File: src/rtl/fde_pkg.sv
// Shared types, constants and helper functions of the FAT directory entry decoder.
// No dependencies; every other file of the block imports this package.
`default_nettype none

package fde_pkg;

  localparam int unsigned MaxNameChunks = 20;
  localparam int unsigned ChunkChars    = 13;
  localparam int unsigned EntryW        = 256;
  localparam int unsigned ResultW       = 200;

  // one directory entry, byte 0 at index 0
  typedef logic [31:0][7:0] entry_t;

  typedef enum logic [2:0] {
    KIND_END        = 3'd0,
    KIND_DELETED    = 3'd1,
    KIND_NAME_START = 3'd2,
    KIND_NAME_NEXT  = 3'd3,
    KIND_REJECTED   = 3'd4,
    KIND_LABEL      = 3'd5,
    KIND_SHORT      = 3'd6
  } kind_e;

  localparam logic [7:0] EndMarker    = 8'h00;
  localparam logic [7:0] DeletedMark  = 8'hE5;
  localparam logic [7:0] KanjiEscape  = 8'h05;
  localparam logic [5:0] LfnAttr      = 6'h0F;
  localparam logic [7:0] QuestionMark = 8'h3F;
  localparam logic [7:0] Space        = 8'h20;
  localparam logic [7:0] Dot          = 8'h2E;

  // attribute and NT case bit positions
  localparam int unsigned AttrVolumeBit  = 3;
  localparam int unsigned AttrDirBit     = 4;
  localparam int unsigned LfnStartBit    = 6;
  localparam int unsigned NtLowerBaseBit = 3;
  localparam int unsigned NtLowerExtBit  = 4;

  // byte offsets of the 13 UCS-2 characters of a long-name chunk, slot 0 lowest
  localparam logic [12:0][4:0] ChunkSlot = {
    5'd30, 5'd28, 5'd24, 5'd22, 5'd20, 5'd18, 5'd16,
    5'd14, 5'd9,  5'd7,  5'd5,  5'd3,  5'd1
  };

  typedef struct packed {
    logic       active;
    logic [4:0] expected_order;
    logic [7:0] checksum;
    logic       first_char_written;
  } chain_t;

  typedef struct packed {
    kind_e       kind;
    logic [63:0] text_low;
    logic [39:0] text_high;
    logic [7:0]  text_position;
    logic [3:0]  text_count;
    logic [7:0]  attributes;
    logic        is_directory;
    logic [31:0] file_size;
    logic [31:0] start_cluster;
    logic        long_name_ready;
  } result_t;

  // one step of the short-name checksum: rotate right, add the next byte
  function automatic logic [7:0] sum_step(logic [7:0] s, logic [7:0] b);
    return {s[0], s[7:1]} + b;
  endfunction

  function automatic logic [7:0] to_lower(logic [7:0] c);
    return (c >= 8'h41 && c <= 8'h5A) ? c + 8'h20 : c;
  endfunction

endpackage

`default_nettype wire

File: src/rtl/fde_csum_head.sv
// First half of the short-name checksum (name bytes 0 to 5), computed ahead of the input register.
// Depends on fde_pkg.
`default_nettype none

module fde_csum_head
  import fde_pkg::*;
(
  input  entry_t     entry_i,
  output logic [7:0] head_sum_o
);

  always_comb begin
    head_sum_o = 8'h00;
    for (int i = 0; i < 6; i++) begin
      head_sum_o = sum_step(head_sum_o, entry_i[i]);
    end
  end

endmodule

`default_nettype wire

File: src/rtl/fde_decode.sv
// Classifier and field extraction for one directory entry, plus the next long-name chain state.
// Purely combinational; depends on fde_pkg.
`default_nettype none

module fde_decode
  import fde_pkg::*;
(
  input  entry_t     entry_i,
  input  logic [7:0] head_sum_i,
  input  chain_t     chain_i,
  output result_t    result_o,
  output chain_t     chain_o
);

  logic [7:0]   b0, attr, nt, lsum, csum, c, tail_sum, ord_m1;
  logic [5:0]   ord, exp_ord;
  logic         start, act, stop;
  logic [15:0]  u;
  logic [103:0] text;
  logic [31:0]  ext_str;
  logic [3:0]   cnt, bc;
  logic [1:0]   ec;

  assign b0   = entry_i[0];
  assign attr = entry_i[11];
  assign nt   = entry_i[12];
  assign lsum = entry_i[13];
  assign ord  = b0[5:0];

  // finish the checksum over name bytes 6 to 10
  always_comb begin
    tail_sum = head_sum_i;
    for (int i = 6; i < 11; i++) begin
      tail_sum = sum_step(tail_sum, entry_i[i]);
    end
  end

  always_comb begin
    result_o = '0;
    chain_o  = chain_i;
    text     = '0;
    cnt      = '0;
    bc       = '0;
    ec       = '0;
    ext_str  = '0;
    stop     = 1'b0;
    c        = '0;
    u        = '0;
    start    = b0[LfnStartBit];
    act      = start | chain_i.active;
    exp_ord  = start ? ord : {1'b0, chain_i.expected_order};
    csum     = start ? lsum : chain_i.checksum;
    ord_m1   = 8'(ord) - 8'd1;

    priority if (b0 == EndMarker) begin
      result_o.kind = KIND_END;
      chain_o       = '0;
    end else if (b0 == DeletedMark) begin
      result_o.kind = KIND_DELETED;
      chain_o       = '0;
    end else if (attr[5:0] == LfnAttr) begin
      if (!act || ord == 6'd0 || ord > 6'(MaxNameChunks) || ord != exp_ord || lsum != csum) begin
        result_o.kind = KIND_REJECTED;
        chain_o       = '0;
      end else begin
        // characters end at the first 0x0000 or 0xFFFF code unit
        for (int i = 0; i < ChunkChars; i++) begin
          u = {entry_i[5'(ChunkSlot[i] + 5'd1)], entry_i[ChunkSlot[i]]};
          if (u == 16'h0000 || u == 16'hFFFF) stop = 1'b1;
          if (!stop) begin
            text[i*8 +: 8] = (u < 16'h0080) ? u[7:0] : QuestionMark;
            cnt            = cnt + 4'd1;
          end
        end
        result_o.kind          = start ? KIND_NAME_START : KIND_NAME_NEXT;
        result_o.text_position = 8'(ord_m1 * 8'(ChunkChars));
        result_o.text_count    = cnt;
        chain_o.active         = 1'b1;
        chain_o.expected_order = ord_m1[4:0];
        chain_o.checksum       = csum;
        if (ord == 6'd1 && cnt != 4'd0) begin
          chain_o.first_char_written = 1'b1;
        end else if (start) begin
          chain_o.first_char_written = 1'b0;
        end
      end
    end else if (attr[AttrVolumeBit]) begin
      result_o.kind = KIND_LABEL;
      chain_o       = '0;
    end else begin
      // base name stops at the first space
      for (int i = 0; i < 8; i++) begin
        c = entry_i[i];
        if (c == Space) stop = 1'b1;
        if (!stop) begin
          if (i == 0 && c == KanjiEscape) c = DeletedMark;
          if (nt[NtLowerBaseBit]) c = to_lower(c);
          text[i*8 +: 8] = c;
          bc             = bc + 4'd1;
        end
      end
      cnt = bc;
      if (entry_i[8] != Space) begin
        ext_str[7:0] = Dot;
        stop         = 1'b0;
        for (int j = 0; j < 3; j++) begin
          c = entry_i[8 + j];
          if (c == Space) stop = 1'b1;
          if (!stop) begin
            if (nt[NtLowerExtBit]) c = to_lower(c);
            ext_str[(j+1)*8 +: 8] = c;
            ec                    = ec + 2'd1;
          end
        end
        text = text | (104'(ext_str) << {bc, 3'b000});
        cnt  = bc + 4'd1 + 4'(ec);
      end
      result_o.kind            = KIND_SHORT;
      result_o.text_count      = cnt;
      result_o.attributes      = attr;
      result_o.is_directory    = attr[AttrDirBit];
      result_o.file_size       = {entry_i[31], entry_i[30], entry_i[29], entry_i[28]};
      result_o.start_cluster   = {entry_i[21], entry_i[20], entry_i[27], entry_i[26]};
      result_o.long_name_ready = chain_i.active && (chain_i.expected_order == 5'd0) &&
                                 (tail_sum == chain_i.checksum) && chain_i.first_char_written;
      chain_o                  = '0;
    end

    result_o.text_low  = text[63:0];
    result_o.text_high = text[103:64];
  end

endmodule

`default_nettype wire

File: src/rtl/fat_directory_entry_decoder.sv
// Top level of the FAT directory entry decoder: input register, decode, result register.
// Depends on fde_pkg, fde_csum_head and fde_decode.
`default_nettype none

// Usage
// - Slave channel s_axis_*: one 32-byte directory entry per transaction, little-endian.
// - Master channel m_axis_*: exactly one result transaction per entry, in entry order.
// - Path: an accepted entry moves from the input register to the result register, and its
//   result is offered once the result register has loaded it. Throughput: one entry per
//   cycle while m_axis_tready is high, set by the single decode stage; the checksum over
//   the short name is split across the two register stages.
// - Long-name chains (start chunk counting down to order 1) are tracked across entries;
//   chain state updates when an entry moves from the input register to the result
//   register, so results always reflect strict arrival order.
// - Reset clears both valid flags and the chain state; no transaction is pending after it.
// - While a result waits and m_axis_tready is low the result register holds; the input
//   register still takes one more entry, after which s_axis_tready drops until the result is taken.
// - Every field that a result kind does not use is driven as zero.

module fat_directory_entry_decoder
  import fde_pkg::*;
(
  input  logic               clk_i,
  input  logic               rst_ni,
  input  logic               s_axis_tvalid,
  output logic               s_axis_tready,
  // tdata from bit 0: entry_bytes_0_7, entry_bytes_8_15, entry_bytes_16_23, entry_bytes_24_31
  input  logic [EntryW-1:0]  s_axis_tdata,
  output logic               m_axis_tvalid,
  input  logic               m_axis_tready,
  // tdata from bit 0: kind(3), text_low(64), text_high(40), text_position(8),
  // text_count(4), attributes(8), is_directory(1), file_size(32), start_cluster(32),
  // long_name_ready(1), zero fill(7)
  output logic [ResultW-1:0] m_axis_tdata
);

  logic       in_valid_q, out_valid_q, advance;
  entry_t     entry_d, entry_q;
  logic [7:0] head_sum_d, head_sum_q;
  chain_t     chain_d, chain_q;
  result_t    res_d, res_q;

  assign entry_d = entry_t'(s_axis_tdata);

  // Result register frees up when empty or when its transaction completes.
  assign advance       = !out_valid_q || m_axis_tready;
  assign s_axis_tready = !in_valid_q || advance;

  fde_csum_head u_csum_head (
    .entry_i    (entry_d),
    .head_sum_o (head_sum_d)
  );

  fde_decode u_decode (
    .entry_i    (entry_q),
    .head_sum_i (head_sum_q),
    .chain_i    (chain_q),
    .result_o   (res_d),
    .chain_o    (chain_d)
  );

  // control state
  always_ff @(posedge clk_i or negedge rst_ni) begin
    if (!rst_ni) begin
      in_valid_q  <= 1'b0;
      out_valid_q <= 1'b0;
      chain_q     <= '0;
    end else begin
      if (s_axis_tready) begin
        in_valid_q <= s_axis_tvalid;
      end
      if (advance) begin
        out_valid_q <= in_valid_q;
        // commit chain state only when an entry actually moves forward
        if (in_valid_q) begin
          chain_q <= chain_d;
        end
      end
    end
  end

  // payload registers
  always_ff @(posedge clk_i) begin
    if (s_axis_tready && s_axis_tvalid) begin
      entry_q    <= entry_d;
      head_sum_q <= head_sum_d;
    end
    if (advance && in_valid_q) begin
      res_q <= res_d;
    end
  end

  assign m_axis_tvalid = out_valid_q;
  assign m_axis_tdata  = {7'b0000000, res_q.long_name_ready, res_q.start_cluster,
                          res_q.file_size, res_q.is_directory, res_q.attributes,
                          res_q.text_count, res_q.text_position, res_q.text_high,
                          res_q.text_low, res_q.kind};

  // Any entry other than an accepted chunk leaves the chain fully cleared.
  a_chain_cleared: assert property (@(posedge clk_i) disable iff (!rst_ni)
    (advance && in_valid_q &&
     (res_d.kind == KIND_SHORT || res_d.kind == KIND_END || res_d.kind == KIND_DELETED ||
      res_d.kind == KIND_LABEL || res_d.kind == KIND_REJECTED))
    |=> (chain_q == '0))
    else $error("chain state not cleared after a terminating entry");

  // An active chain always waits for an order below the chunk limit.
  a_order_range: assert property (@(posedge clk_i) disable iff (!rst_ni)
    chain_q.active |-> (chain_q.expected_order < 5'(MaxNameChunks)))
    else $error("expected order out of range");

  // Only short entries report a matching long name.
  a_ready_short: assert property (@(posedge clk_i) disable iff (!rst_ni)
    (out_valid_q && res_q.long_name_ready) |-> (res_q.kind == KIND_SHORT))
    else $error("long_name_ready on a non-short entry");

  // Kinds without text carry an empty text count.
  a_no_text: assert property (@(posedge clk_i) disable iff (!rst_ni)
    (out_valid_q && (res_q.kind == KIND_END || res_q.kind == KIND_DELETED ||
                     res_q.kind == KIND_LABEL || res_q.kind == KIND_REJECTED))
    |-> (res_q.text_count == 4'd0))
    else $error("text reported for a kind without text");

endmodule

`default_nettype wire
File: config.mk
export PLATFORM = sky130hd
export DESIGN_NAME = fat_directory_entry_decoder
export DESIGN_NICKNAME = d
export VERILOG_FILES = /design/src/rtl/fde_pkg.sv /design/src/rtl/fde_csum_head.sv /design/src/rtl/fde_decode.sv /design/src/rtl/fat_directory_entry_decoder.sv
export SDC_FILE = /design/constraint.sdc
export NUM_CORES = 1
export LEC_CHECK = 0
export BUFFER_PORTS_ARGS = -buffer_cell sky130_fd_sc_hd__buf_4
export CAP_MARGIN = 20
export CORE_AREA = 5 5 227 251
export DETAILED_ROUTE_END_ITERATION = 10
export DIE_AREA = 0 0 232 256
export PLACE_DENSITY = 0.74
export SYNTH_ARGS = -nofsm -noshare
export SYNTH_HDL_FRONTEND = slang
export SYNTH_SLANG_ARGS = --single-unit
export TNS_END_PERCENT = 20
File: constraint.sdc
create_clock -name clk_i -period 9.25 [get_ports clk_i]
set_clock_uncertainty 0.2 [all_clocks]
set_input_delay 0.4625 -clock clk_i [delete_from_list [all_inputs] [get_ports clk_i]]
set_output_delay 0.4625 -clock clk_i [all_outputs]
set_load 0.005 [all_outputs]
==> impl_results.md <==
* Total track usage at between 20% and 30%
* Tcrit/Tclk final at a little over nine tenths
* Pleak at around 0.013 µW
* WP buf/inv at 3
* Most common cell after layout, fill and taps aside: buf_4
* I/O pin count at between 400 and 500
* Dominant cell type by area after synthesis: edfxtp_1
* WP depth at 40
* CTS Buf Count at about 50
* Post-DP HPWL at roughly 66 mm
* Clk_lat worst skew at roughly 600 ps
* Combinational share of power at 50.3%
* Reg clk slew, reported paths at 70 ps
* Worst path slowest cell: or4_1
* Top cell type's share of synthesized area at 56.3%
* Most frequent cells in the layout: 479 x buf_4, 449 x edfxtp_1, 254 x dlygate4sd3_1, 182 x nor2_1, 141 x nand2_1
* Most common cell type on the critical path: ha_1
* WHS at between 80 and 90 ps
* Cells after Synth at about 2,000
* Avg Cell Area, Syn at roughly 12 µm²
* Status: finished clean
* PortBufs at between 400 and 500
* Via-per-instance ratio at between 5 and 6
* Hold Path Class: primary input to async pin
* Worst reg2reg setup slack at between 400 and 500 ps
* Htree depth at 2
* Sw frac at 37.3%
* Worst Reg-to-Reg Cells at 40
* Worst Path Arrival at between 8000 and 9000 ps
* Met2 Routed Length at approximately 45 mm
* Reg-to-reg startpoint: entry_q[17]
* Die Ht at ~260 µm
* GRT overflow at 0
* Post-CTS setup buffer count at 0
* Clock network fraction of design power at a little over a fifth
* Number of flops mapped to enable cells by yosys at ~450
* Net Switching at 3500 µW
* DRT iter0 DRCs at 2,065
* CTS tree: done
* DRT met1 WL at 34.5 mm
* Met3 routed wirelength at between 6 and 7 mm
* CP Capture Type: register
* Die ar. at roughly 59,000 µm²
* Clk buf depth at 3
* Final instance area at about 32,000 µm²
* CP top delay family: adder cells
* Post-synthesis cell area at between 20,000 and 25,000 µm²
* Internal Power at around 6000 µW
* Placed cell area at around 28,000 µm²
* Critical-path maximum fanout at 11
* Dominant cells by area after synthesis: edfxtp_1 56%, ha_1 6.0%, nor2_1 2.9%
* Starting Density at ~44%
* CTS sink count at 466
* Die X at ~230 µm
* CP Launch Type: register
* First-pass GRT wire length at around 130 mm
* Highest routed metal layer: met5
* Fmax at ~110 MHz
* Core area at between 50,000 and 60,000 µm²
* Number of remaining DRC errors at 0
* Core Rows at 90
* MaxCap Viol Count at 0
* Kind of critical path: register to register
* Final #Nets at about 3,200
* Fraction of layout cells with a size suffix above 1 at between 20% and 30%
* Prevailing post-synth register cell: edfxtp_1
* Pre-antenna DRT Iters at 6
* PD cells at slightly below 300 nW/µm²
* Synthesized flop and latch total at between 400 and 500
* GPL Wtd Cong at 0.971
* Final ANT Viol Nets at 0
* Clock Tree Root: clkbuf_16
* Area delta synth->final at 35.1%
* Seq/Total Area, Yosys at 58.1%
* Final setup vio count at 0
* Share of flip-flops with an asynchronous set or reset at under 10%
* Vias at ~20,000
* Max Slew Vio Count at 0
* Register share of total power at about 29%
* Relative slew slack at between 20% and 30%
* Worst r2r dst: m_axis_tdata[116]
* Initial antenna violation count at 8
* Peak supply drop at approximately 0.00060 V
* Least-Margin Pin Slew at 1170 ps
* Post-Route WL at 89.6 mm
* Largest net degree at the start of global routing at between 100 and 150
* Required time of the worst setup path at between 9000 and 10,000 ps
* Slowest stage delay, CP at ~630 ps
* Vias in the first global route at about 20,000
* Period minus WS final at just under 9000 ps
* Netlist cell types at 84
* Synth Warn # at 0
* Final hold violations at 0
* Drt wl/cell at between 20 and 30 µm
[cells by family after synthesis]
family                     synth area share, %
other                                   0.0157
adders and majority gates                 7.21
buffers and inverters                     2.80
AOI/OAI and AO/OA                         12.1
muxes                                    0.595
xor gates and xnor gates                  4.34
and+or+nand+nor                           14.9
DFF                                       58.1
[state kept, by name, indices dropped and copies added, names as in the netlist]
signal	cells
entry_q	250
m_axis_tdata	191
chain_q	15
head_sum_q	8
in_valid_q	1
m_axis_tvalid	1
[worst register-to-register path, delay by kind of cell, from the launching register on]
kind | cells | cell delay, ps
buffers and inverters | 3 | 400
multiplexers | 4 | 1000
AND/OR/NAND/NOR | 14 | 2090
flip-flops | 1 | 430
adder cells (fa/ha/maj) | 10 | 2990
AO/OA/AOI/OAI | 9 | 1460
[power by group through the flow]
stage / combinational (µW) / sequential (µW) / clock [µW]
2_1_floorplan: 3410 / 2720 / 0
3_3_place_gp: 4430 / 2730 / 0
3_5_place_dp: 4580 / 2730 / 0
4_1_cts: 4700 / 2690 / 1990
5_1_grt: 5170 / 2710 / 2090
6_report: 4720 / 2700 / 1960
[metrics by stage]
stage          util, %  setup WS [ps]  power [µW]  instances  setup TNS, ps
5_1_grt           59.6          -10.3        9970       3541          -10.3
3_3_place_gp      52.0            493        7160       3194              0
6_report          59.6            417        9380       3542              0
3_5_place_dp      52.0            185        7320       3194              0
4_1_cts           59.6            164        9380       3538              0
2_1_floorplan        -           1230        6140       2043              0
[synth_stat cells (5+ instances only)]
master / count
or3_1: 6
nor4_1: 38
xnor2_1: 73
nand4_1: 59
o211ai_1: 29
a221o_1: 11
a31oi_1: 26
a22oi_1: 5
nor2b_1: 6
a21oi_1: 117
buf_2: 14
a21o_1: 31
or2_2: 6
nor2_1: 183
o22ai_1: 14
clkbuf_1: 35
a32oi_1: 6
fa_1: 15
edfxtp_1: 449
or4_1: 21
nor3_1: 54
and2_1: 84
inv_1: 93
o21ai_1: 22
and3_1: 10
o21ai_0: 86
o21bai_1: 26
ha_1: 114
o221ai_1: 16
a22o_1: 9
o31ai_1: 7
dfrtp_1: 17
o2111ai_1: 5
xor2_1: 44
buf_4: 10
nand2_1: 141
nand3_1: 39
mux2_2: 8
nand2b_1: 25
[how the worst max path moves through the flow]
stage,endpoint,startpoint,slack (ps)
finish,m_axis_tdata[116],entry_q[17],420
global route,m_axis_tdata[116],entry_q[33],-10
CTS,m_axis_tdata[116],entry_q[17],160
detailed placement,m_axis_tdata[116],entry_q[17],190
global placement,m_axis_tdata[116],entry_q[17],490
floorplan,m_axis_tdata[116],entry_q[17],1230
[repair_timing]
item | in CTS | in global routing
resized for setup | 0 | 5
endpoints found under the setup margin | 0 | 3
endpoints found under the hold margin | 270 | 0
hold buffers | 254 | 0
[layout make-up]
type | instances | area, µm²
inverter | 96 | 368
clock inverter | 32 | 314
multi-input combinational | 1417 | 9440
timing repair buffer | 733 | 6140
tap | 736 | 921
fill | 4272 | 21900
sequential | 466 | 13900
antenna | 4 | 10.0
clock buffer | 58 | 1260
[layer usage]
layer | vias up | track usage [%]
met2 | 1024 | 50.9
met4 | 6 | 9.46
met3 | 186 | 5.18
met5 | - | 0
met1 | 9900 | 36.6
li1 | 9131 | -
Note: power is estimated with default switching activity, not from simulation.
